<file path="config.mk">
export PLATFORM = sky130hd
export DESIGN_NAME = nearest_palette_color_match_core
export DESIGN_NICKNAME = d
export VERILOG_FILES = /design/src/rtl/npcm_pkg.sv /design/src/rtl/npcm_ram.sv /design/src/rtl/npcm_dist.sv /design/src/rtl/nearest_palette_color_match_core.sv
export SDC_FILE = /design/constraint.sdc
export NUM_CORES = 2
export LEC_CHECK = 0
export BUFFER_PORTS_ARGS = -buffer_cell sky130_fd_sc_hd__buf_2
export CAP_MARGIN = 0
export CORE_MARGIN = 5
export CORE_UTILIZATION = 60
export CTS_CLUSTER_DIAMETER = 30
export DETAILED_ROUTE_END_ITERATION = 10
export PLACE_DENSITY = 0.76
export SYNTH_ARGS = -nofsm -noshare
export SYNTH_HDL_FRONTEND = slang
export SYNTH_SLANG_ARGS = --single-unit
export TNS_END_PERCENT = 5
</file>
<file path="constraint.sdc">
create_clock -name clk -period 7.85 [get_ports clk]
set_input_delay 0.3925 -clock clk [delete_from_list [all_inputs] [get_ports clk]]
set_output_delay 0.3925 -clock clk [all_outputs]
set_load 0.01 [all_outputs]
</file>
<file path="src/rtl/npcm_pkg.sv">
// Shared types and constants for the nearest palette colour match core.
`default_nettype none
package npcm_pkg;

  // Palette depth and derived slot index width
  localparam int ENTRIES = 64;
  localparam int IDX_W   = (ENTRIES > 1) ? $clog2(ENTRIES) : 1;

  // Operation codes
  localparam logic OP_LOAD  = 1'b0;
  localparam logic OP_QUERY = 1'b1;

  // Upper key bound used when a query gives zero
  localparam logic [13:0] RANGE_DEFAULT_HIGH = 14'd9999;

  // Redmean weights
  localparam logic [9:0] RED_WEIGHT_BASE  = 10'd512;
  localparam logic [9:0] BLUE_WEIGHT_BASE = 10'd767;

  typedef struct packed {
    logic [7:0] red;
    logic [7:0] green;
    logic [7:0] blue;
  } color_t;

  typedef struct packed {
    logic        operation;
    logic [5:0]  slot;
    logic        entry_valid;
    logic [13:0] key;
    logic [7:0]  red;
    logic [7:0]  green;
    logic [7:0]  blue;
    logic [13:0] range_low;
    logic [13:0] range_high;
  } in_t;

  typedef struct packed {
    logic [13:0] match_key;
    logic        found;
    logic        exact;
    logic [19:0] best_distance;
  } out_t;

  // One palette entry as held in the RAM
  typedef struct packed {
    logic [13:0] key;
    color_t      color;
  } entry_t;

  // Candidate handed to the distance unit
  typedef struct packed {
    logic        live;
    logic [13:0] key;
    color_t      query;
    color_t      entry;
  } dist_in_t;

  // Scored candidate leaving the distance unit
  typedef struct packed {
    logic        live;
    logic [13:0] key;
    logic [19:0] distance;
  } dist_out_t;

endpackage
`default_nettype wire

</file>
<file path="src/rtl/npcm_ram.sv">
// Generic single-write, single-read RAM with registered read data.
`default_nettype none
module npcm_ram #(
  parameter int WIDTH = 8,
  parameter int DEPTH = 64,
  localparam int AW   = (DEPTH > 1) ? $clog2(DEPTH) : 1
) (
  input  wire logic             clk,
  input  wire logic             we,
  input  wire logic [AW-1:0]    waddr,
  input  wire logic [WIDTH-1:0] wdata,
  input  wire logic [AW-1:0]    raddr,
  output logic      [WIDTH-1:0] rdata
);

  logic [WIDTH-1:0] mem [DEPTH];

  // Write port and registered read port
  always_ff @(posedge clk) begin
    if (we) begin
      mem[waddr] <= wdata;
    end
    rdata <= mem[raddr];
  end

endmodule
`default_nettype wire

</file>
<file path="src/rtl/npcm_dist.sv">
// Three-stage redmean weighted squared distance unit.
`default_nettype none
module npcm_dist (
  input  wire logic                clk,
  input  wire logic                rst,
  input  wire npcm_pkg::dist_in_t  din,
  output npcm_pkg::dist_out_t      dout
);
  import npcm_pkg::*;

  logic [8:0]  rsum;
  logic [7:0]  dr_abs;
  logic [7:0]  dg_abs;
  logic [7:0]  db_abs;

  logic        s1_live;
  logic [13:0] s1_key;
  logic [7:0]  s1_rm;
  logic [15:0] s1_dr2;
  logic [15:0] s1_dg2;
  logic [15:0] s1_db2;

  logic [9:0]  wr;
  logic [9:0]  wb;
  logic [25:0] pr;
  logic [25:0] pb;

  logic        s2_live;
  logic [13:0] s2_key;
  logic [17:0] s2_tr;
  logic [17:0] s2_tg;
  logic [17:0] s2_tb;

  // Mean red and absolute component differences
  always_comb begin
    rsum   = {1'b0, din.query.red} + {1'b0, din.entry.red};
    dr_abs = (din.query.red >= din.entry.red) ? din.query.red - din.entry.red
                                              : din.entry.red - din.query.red;
    dg_abs = (din.query.green >= din.entry.green) ? din.query.green - din.entry.green
                                                  : din.entry.green - din.query.green;
    db_abs = (din.query.blue >= din.entry.blue) ? din.query.blue - din.entry.blue
                                                : din.entry.blue - din.query.blue;
  end

  // Stage one: square the differences
  always_ff @(posedge clk) begin
    if (rst) begin
      s1_live <= 1'b0;
    end else begin
      s1_live <= din.live;
    end
    s1_key <= din.key;
    s1_rm  <= rsum[8:1];
    s1_dr2 <= dr_abs * dr_abs;
    s1_dg2 <= dg_abs * dg_abs;
    s1_db2 <= db_abs * db_abs;
  end

  // Red and blue weights from the mean red
  always_comb begin
    wr = RED_WEIGHT_BASE + {2'b00, s1_rm};
    wb = BLUE_WEIGHT_BASE - {2'b00, s1_rm};
    pr = wr * s1_dr2;
    pb = wb * s1_db2;
  end

  // Stage two: weight each term
  always_ff @(posedge clk) begin
    if (rst) begin
      s2_live <= 1'b0;
    end else begin
      s2_live <= s1_live;
    end
    s2_key <= s1_key;
    s2_tr  <= pr[25:8];
    s2_tg  <= {s1_dg2, 2'b00};
    s2_tb  <= pb[25:8];
  end

  // Stage three: sum the terms
  always_ff @(posedge clk) begin
    if (rst) begin
      dout.live <= 1'b0;
    end else begin
      dout.live <= s2_live;
    end
    dout.key      <= s2_key;
    dout.distance <= {2'b00, s2_tr} + {2'b00, s2_tg} + {2'b00, s2_tb};
  end

endmodule
`default_nettype wire

</file>
<file path="src/rtl/nearest_palette_color_match_core.sv">
// Top level: palette store, scan sequencer and best-match tracking.
//
// Channels: a transaction is taken at a rising edge where start is high and
// busy is low; item carries the operation and its fields. Every transaction
// gives one result on result, marked by done for exactly one cycle.
// Load: writes key and colour into the palette RAM and the slot's valid
// flag; done is registered and rises in the cycle after acceptance, and busy stays low.
// Query: the sequencer walks all ENTRIES slots in order, one RAM read per
// cycle, through one shared three-stage distance unit. A query reads each
// slot in turn, then drains the RAM read and distance pipeline, forms the
// result and presents it. busy is high until done rises; the next
// transaction can be taken at the edge that takes the result.
// The scan of the palette RAM, one slot per cycle, sets the query time.
// Reset clears all valid flags at once, so every slot starts empty;
// keys and colours need no clearing.
// done is not held off: the receiver takes every result as it appears.
`default_nettype none
module nearest_palette_color_match_core (
  input  wire logic           clk,
  input  wire logic           rst,
  input  wire logic           start,
  input  wire npcm_pkg::in_t  item,
  output logic                busy,
  output logic                done,
  output npcm_pkg::out_t      result
);
  import npcm_pkg::*;

  typedef enum logic [1:0] {
    S_IDLE,
    S_SCAN,
    S_DRAIN,
    S_FINISH
  } state_t;

  state_t           state;
  logic [IDX_W-1:0] scan_idx;
  logic [1:0]       drain_cnt;

  logic             accept;
  logic             load_we;
  logic [IDX_W-1:0] load_addr;
  entry_t           load_entry;
  entry_t           rd_entry;

  logic [ENTRIES-1:0] slot_valid;
  logic               s0_live;

  color_t      q_color;
  logic [13:0] q_low;
  logic [13:0] q_high;

  dist_in_t    din;
  dist_out_t   dout;

  logic        found;
  logic [13:0] best_key;
  logic [19:0] best_d;

  assign accept    = start && !busy;
  assign busy      = (state != S_IDLE);
  assign load_we   = accept && (item.operation == OP_LOAD) &&
                     ({1'b0, item.slot} < 7'(ENTRIES));
  assign load_addr = IDX_W'(item.slot);

  assign load_entry.key         = item.key;
  assign load_entry.color.red   = item.red;
  assign load_entry.color.green = item.green;
  assign load_entry.color.blue  = item.blue;

  // Palette keys and colours
  npcm_ram #(
    .WIDTH ($bits(entry_t)),
    .DEPTH (ENTRIES)
  ) u_palette (
    .clk   (clk),
    .we    (load_we),
    .waddr (load_addr),
    .wdata (load_entry),
    .raddr (scan_idx),
    .rdata (rd_entry)
  );

  // Valid flags, cleared by reset; track the RAM read with s0_live
  always_ff @(posedge clk) begin
    if (rst) begin
      slot_valid <= '0;
      s0_live    <= 1'b0;
    end else begin
      if (load_we) begin
        slot_valid[load_addr] <= item.entry_valid;
      end
      s0_live <= (state == S_SCAN) && slot_valid[scan_idx];
    end
  end

  // Latch the query colour and key range
  always_ff @(posedge clk) begin
    if (accept && (item.operation == OP_QUERY)) begin
      q_color.red   <= item.red;
      q_color.green <= item.green;
      q_color.blue  <= item.blue;
      q_low         <= item.range_low;
      q_high        <= (item.range_high == 14'd0) ? RANGE_DEFAULT_HIGH : item.range_high;
    end
  end

  // Drop slots outside the key range before scoring
  always_comb begin
    din.live  = s0_live && (rd_entry.key >= q_low) && (rd_entry.key <= q_high);
    din.key   = rd_entry.key;
    din.query = q_color;
    din.entry = rd_entry.color;
  end

  npcm_dist u_dist (
    .clk  (clk),
    .rst  (rst),
    .din  (din),
    .dout (dout)
  );

  // Keep the first entry with the smallest distance
  always_ff @(posedge clk) begin
    if (rst) begin
      found <= 1'b0;
    end else if (accept && (item.operation == OP_QUERY)) begin
      found <= 1'b0;
    end else if (dout.live) begin
      found <= 1'b1;
    end
    if (accept && (item.operation == OP_QUERY)) begin
      best_key <= 14'd0;
      best_d   <= 20'd0;
    end else if (dout.live && (!found || (dout.distance < best_d))) begin
      best_key <= dout.key;
      best_d   <= dout.distance;
    end
  end

  // Sequencer and result register
  always_ff @(posedge clk) begin
    if (rst) begin
      state     <= S_IDLE;
      scan_idx  <= '0;
      drain_cnt <= 2'd0;
      done      <= 1'b0;
      result    <= '0;
    end else begin
      done <= 1'b0;
      unique case (state)
        S_IDLE: begin
          if (accept) begin
            if (item.operation == OP_QUERY) begin
              state    <= S_SCAN;
              scan_idx <= '0;
            end else begin
              done   <= 1'b1;
              result <= '0;
            end
          end
        end
        S_SCAN: begin
          if (scan_idx == IDX_W'(ENTRIES - 1)) begin
            state     <= S_DRAIN;
            drain_cnt <= 2'd0;
          end else begin
            scan_idx <= scan_idx + 1'b1;
          end
        end
        S_DRAIN: begin
          if (drain_cnt == 2'd3) begin
            state <= S_FINISH;
          end else begin
            drain_cnt <= drain_cnt + 1'b1;
          end
        end
        S_FINISH: begin
          state                <= S_IDLE;
          done                 <= 1'b1;
          result.match_key     <= best_key;
          result.found         <= found;
          result.exact         <= found && (best_d == 20'd0);
          result.best_distance <= best_d;
        end
        default: begin
          state <= S_IDLE;
        end
      endcase
    end
  end

endmodule
`default_nettype wire

</file>
Yosys cells after proc, flatten, opt, wreduce, memory -nomap -nowiden
Memories as Yosys holds them, arrays and structs flattened. A register that Yosys moved wholly into a read port is not among the register bits.
Index checks and enable logic that the tools add are counted.
{"block": "totals", "reg_bits": 372, "latchBits": 0, "ramBits": 2432, "romBits": 0, "input_bits": 77, "elab_cells": 125, "mem_count": 1}
{"block": "classes", "n_addsub": 13, "multipliers": 5, "n_div": 0, "order_cmp": 9, "n_eq_ne": 12, "shift": 0, "mux": 28, "n_bitwise": 1, "reduce_logical": 24}
{"memory": "u_palette.mem", "depth": 64, "word_bits": 38, "rd": 1, "rd_clocked_by_memory_dff": 1, "wr": 1, "line_no": "npcm_ram.sv:16", "text": "logic [WIDTH-1:0] mem [DEPTH];"}
{"op": "2-to-1 mux 36 bit", "n": 2}
{"op": "one-hot mux 36 bit (2 select lines)", "n": 1}
{"op": "bitwise mux 64 bit", "n": 1}
{"op": "multiplier 10 x 16 -> 26 bit", "n": 2}
{"op": "multiplier 8 x 8 -> 16 bit", "n": 3}
{"op": "subtractor 8 bit", "n": 6}
{"op": "greater-or-equal comparator 8 bit", "n": 3}
{"op": "2-to-1 mux 8 bit", "n": 3}
{"op": "adder 20 x 18 -> 20 bit", "n": 1}
{"op": "zero test 20 bit", "n": 1}
{"op": "less-than comparator 20 bit", "n": 1}
{"op": "adder 18 x 18 -> 19 bit", "n": 1}
{"op": "2-to-1 mux 6 bit", "n": 3}
{"op": "greater-or-equal comparator 14 bit", "n": 1}
{"op": "less-or-equal comparator 14 bit", "n": 1}
{"op": "zero test 14 bit", "n": 1}
{"op": "less-than comparator 6 x 7 -> 1 bit (second input constant)", "n": 2}
{"op": "2-to-1 mux 2 bit", "n": 6}
{"op": "inequality test 2 bit (second input constant)", "n": 6}
{"op": "one-hot mux 6 bit (2 select lines)", "n": 1}
{"op": "adder 10 x 8 -> 10 bit (first input constant)", "n": 1}
{"op": "subtractor 10 x 8 -> 10 bit (first input constant)", "n": 1}
{"op": "adder 8 x 8 -> 9 bit", "n": 1}
{"op": "logical AND 1 bit", "n": 9}
{"op": "21 further kinds", "n": 34}

Longest topological paths before layout
{"block": "depth", "word_depth": 6, "ltp_mapped": 29}

Cells and area by module
A second synthesis with hierarchy kept.
{"block": "unflattened", "hier_cells": 7110, "area_unflattened_um2": 122296.0}
{"mod": "npcm_ram", "n_inst": 1, "cells_per_inst": 3989, "area_each_um2": 92939.1, "seq_area_each_um2": 73790.8}
{"mod": "npcm_dist", "n_inst": 1, "cells_per_inst": 2098, "area_each_um2": 19942.9, "seq_area_each_um2": 3383.2}
{"mod": "nearest_palette_color_match_core", "n_inst": 1, "cells_per_inst": 1023, "area_each_um2": 9414.0, "seq_area_each_um2": 4504.3}

Worst setup path after synthesis
OpenSTA, ideal clock, no wires.
{"block": "synth_path", "path_kind": "flip-flop to flip-flop", "startpoint": "register q_color (netlist bit din[40])", "endpoint": "register u_dist.s1_dr2[12]", "setup_ns": 0.120, "t_arrival_ns": 5.980, "t_required_ns": 7.730, "slack_ns": 1.750, "path_stages_with_launch": 27, "synth_period_minus_slack_ns": 6.100, "path_cell_list": "edfxtp_1 inv_1 ha_1 inv_1 fa_1 a21o_1 a21oi_1 a211oi_1 o22ai_1 buf_2 mux2i_1 xor2_1 buf_2 or2_2 fa_1 inv_1 fa_1 inv_1 fa_1 fa_1 inv_1 ha_1 a21oi_1 a21bo_2 a41o_1 or2_2 xor2_1"}
{"block": "synth_via", "elab_chain_cells": 3, "elab_cells_between_ends": 5}
{"item": "start: declaration", "line_no": "nearest_palette_color_match_core.sv:49", "text": "color_t q_color;"}
{"item": "subtractor 8 bit (tied with other cells)", "line_no": "npcm_dist.sv:38", "text": ": din.entry.red - din.query.red;"}
{"item": "2-to-1 mux 8 bit (*)", "line_no": "npcm_dist.sv:37", "text": "dr_abs = (din.query.red >= din.entry.red) ? din.query.red - din.entry.red"}
{"item": "multiplier 8 x 8 -> 16 bit (*)", "line_no": "npcm_dist.sv:54", "text": "s1_dr2 <= dr_abs * dr_abs;"}
{"item": "end signal: assignment", "line_no": "npcm_dist.sv:54"}
{"item": "end: declaration", "line_no": "npcm_dist.sv:19", "text": "logic [15:0] s1_dr2;"}
Every way passes the cells marked *; elsewhere a longest branch is shown, timed or not.
A chain may end at the register's enable or synchronous reset.

Worst setup path in the final report
{"block": "layout_path", "startpoint": "register q_color (netlist bit din[40])", "endpoint": "register u_dist.s1_dr2[15]"}
Same word-level chain as after synthesis.

==> results.py <==
metrics = {
    "grt": {
        "antenna_found_initial": 38,
        "grt_pass1_vias": 71567,
        "grt.overflow.total": 0,
        "grt_pass1_wl_mm": 501,
        "track_usage_pct": 32.4,
        "grt_max_degree": 144,
    },
    "routing": {
        "ant_nets": 0,
        "finalWirelength_mm": 346,
        "post-route-drc-count": 0,
        "wl_per_cell_um": 33.2,
        "viasPerCell": 6.65,
        "drt_iter0_drc": 10148,
        "via_count": 69357,
        "firstDrtPassIters": 8,
    },
    "clock_network": {
        "cts-resized-gates": 0,
        "cts_tree": "yes",
        "clk_path_buf_depth": 4,
        "cts.sinks": 2838,
        "clkSlewWorstSetupHoldPaths_ns": 0.05,
        "cts_buffers": 467,
        "clock_latency_ns": 1.00,
        "htree_num_levels": 5,
        "cts_hold_buf": 29,
        "postCtsSetupRepairBufs": 0,
        "root_buffer": "clkbuf_16",
    },
    "floorplanning": {
        "die_w_um": 462,
        "die_area_um2": 214000,
        "core_um2": 204000,
        "start_util_pct": 60.1,
        "placementRows": 166,
        "die_y_um": 462,
        "ioPinCount": 115,
    },
    "synthesis": {
        "synthMostInstantiatedCell": "edfxtp_1",
        "synthFlopType": "edfxtp_1",
        "synth_cells": 6869,
        "ys_async_sr_fraction_pct": 0,
        "synth_edf_count": 2484,
        "syn-num-nets": 7572,
        "synth_top_cell_area_share_pct": 60.8,
        "ys_seq_area_share_pct": 66.5,
        "yosysWarnings": 0,
        "synth_cell_types": 76,
        "syn-mean-instance-area_um2": 17.9,
        "synth_area_leaders": "edfxtp_1 (61%), mux4_2 (13%), dfxtp_1 (5.8%)",
        "synthTopCellsByCount": "edfxtp_1 (2484), mux4_2 (728), inv_1 (462), ha_1 (371), dfxtp_1 (354)",
        "syn-cell-area_um2": 123000,
        "yosysTopAreaCell": "edfxtp_1",
        "ys_ff_latch": 2838,
    },
    "power_and_ir_drop": {
        "power_leakage_nw": 49.4,
        "switching_share_pct": 37.6,
        "ir_drop_v": 0.00127,
        "p_per_area_nw_per_um2": 516,
        "power_mw": 74.0,
        "clockPowerShare_pct": 28.1,
        "p_sw_mw": 27.8,
        "internal-power_mw": 46.2,
        "seq_power_share_pct": 24.5,
        "combPwrFrac_pct": 47.3,
    },
    "hold_path": {
        "hp-start": "item[21]",
        "hold_end": "q_low[7]",
        "hold_path_class": "primary input to register",
        "hold_depth": 2,
    },
    "worst_setup_path": {
        "crit_path_max_fanout": 10,
        "required_ns": 8.69,
        "critPathKind": "register to register",
        "cp_data_arrival_time_ns": 7.60,
        "r2r_end": "u_dist.s1_dr2[15]",
        "startpoint_type": "register",
        "r2r_slack_ns": 1.09,
        "ff2ff_path_depth": 26,
        "worst_setup_path_end_kind": "register",
        "r2r_start": "din[40]",
    },
    "run_status": {
        "status": "complete, no violations",
    },
    "placement": {
        "portBuffers": 114,
        "placed_cell_area_um2": 127000,
        "place.gp.congestion": 0.865,
        "dp_hpwl_mm": 186,
    },
    "finish": {
        "nets": 8028,
        "stdcell_area_um2": 143000,
        "drive_gt1_share_pct": 24.3,
        "synthToLayoutAreaGrowth_pct": 16.8,
        "final_util_pct": 70.3,
    },
    "sta": {
        "setup_viol": 0,
        "tightest_slew_ns": 1.43,
        "fmax_mhz": 148,
        "slew_headroom_pct": 4.63,
        "min_period_over_period_pct": 86.1,
        "drv_slew": 0,
        "fin_skew_ns": 0.0720,
        "period_minus_slack_ns": 6.76,
        "setup_tns_ns": 0,
        "fin_hold_ws_ns": 0.105,
        "hold_viol": 0,
        "rsz0062_at_grt": "false",
    },
    "job": {
        "cap_violations": 0,
    },
}
layout by cell type, fill, tap and decap left out, drive strengths merged, types with 7 or more instances in the layout:
cell type    count
o21a            23
mux4           728
nor2b          151
dlygate4sd3     29
nor4            12
a21o            52
o21ai          122
nand3           20
diode           24
clkinvlp        49
clkbuf         534
xnor2           97
fa             255
ha             371
clkinv         145
o21bai          23
o211ai           7
a21oi          233
bufinv          61
a21boi          10
or2             13
mux2i          190
inv            540
and2            73
xor2            38
a31oi           10
nor3            26
nor2           333
a211oi          80
nand4           21
edfxtp        2484
dfxtp          354
nand2          176
a22oi           36
nand2b          84
buf            264
critical path, cell delays in order (launching register included):
cell      delay (ns)
edfxtp_1        0.42
inv_1           0.08
ha_1            0.17
inv_1           0.06
fa_1            0.40
a21o_1          0.17
a21oi_1         0.22
a211oi_1        0.11
o22ai_1         0.14
buf_4           0.22
mux2i_1         0.10
xnor2_1         0.67
nor2_1          0.20
ha_1            0.24
or2_2           0.31
fa_1            0.51
fa_1            0.57
fa_1            0.41
ha_1            0.35
nand2_1         0.08
o21ai_0         0.32
nor4_1          0.12
o31ai_1         0.32
o21ai_0         0.13
nand2b_1        0.08
a21oi_1         0.08
xor2_1          0.17
through the flow:
| step | setup WS, ns | cells |
|---|---|---|
| 6_report | 1.09 | 10432 |
| 5_1_grt | 0.392 | 10419 |
| 4_1_cts | 1.04 | 10407 |
| 3_5_place_dp | 1.05 | 9514 |
| 3_3_place_gp | 1.21 | 9514 |
| 2_1_floorplan | 1.75 | 6869 |
power groups by stage:
stage                     registers, mW  clock network (mW)  logic (mW)
after floorplan                    18.0                   0        27.1
after global placement             18.4                   0        33.9
after detailed placement           18.5                   0        34.7
after CTS                          18.2                20.9        35.2
after global routing               18.2                21.8        39.7
final                              18.2                20.8        35.0
routing by layer:
layer | track usage, % | vias to the layer above | wire length [µm] | share of wire [%]
li1 | - | 27592 | - | -
met1 | 41.0 | 35408 | 117000 | 34
met2 | 52.7 | 5277 | 170000 | 49
met3 | 7.61 | 1068 | 38600 | 11
met4 | 16.8 | 12 | 20600 | 5.9
met5 | 0 | - | 273 | 0.079
cell families after synthesis:
logic type / count (synthesis) / synth area share [%]
xor gates and xnor gates: 135 / 1.00
buffers and inverters: 771 / 2.60
DFF: 2838 / 66.5
and+or+nand+nor: 933 / 3.70
AOI/OAI and AO/OA: 644 / 3.29
muxes: 922 / 14.9
adders and majority gates: 626 / 7.94
registers in the layout (all words and copies together), names as in the netlist, 8 cells and up:
name             flops
u_palette.mem     2432
slot_valid          64
u_palette.rdata     38
result              36
u_dist.dout         35
din                 24
best_d              20
u_dist.s2_tb        18
u_dist.s2_tr        18
u_dist.s1_db2       15
u_dist.s1_dg2       15
u_dist.s1_dr2       15
u_dist.s2_tg        15
best_key            14
q_high              14
q_low               14
u_dist.s1_key       14
u_dist.s2_key       14
u_dist.s1_rm         8
worst max-delay path by stage:
stage,end,startpoint,slack (ns)
after floorplan,u_dist.s1_dr2[12],din[40],1.75
after global placement,u_dist.s1_dr2[15],din[40],1.21
after detailed placement,u_dist.s1_dr2[15],din[40],1.05
after CTS,u_dist.s1_dr2[15],din[40],1.04
after global routing,u_dist.s1_dr2[15],din[40],0.39
final,u_dist.s1_dr2[15],din[40],1.09
layout make-up:
cell class | instances | area, µm²
multi-input cells | 3260 | 38400
flip-flops and latches | 2838 | 81700
well taps | 2688 | 3360
clock inverters | 331 | 3730
repair buffers | 294 | 2170
inverters | 464 | 1740
diodes | 24 | 60.1
fillers | 11835 | 60700
clock buffers | 533 | 12300
No activity file was read; power rests on OpenSTA's default activity.
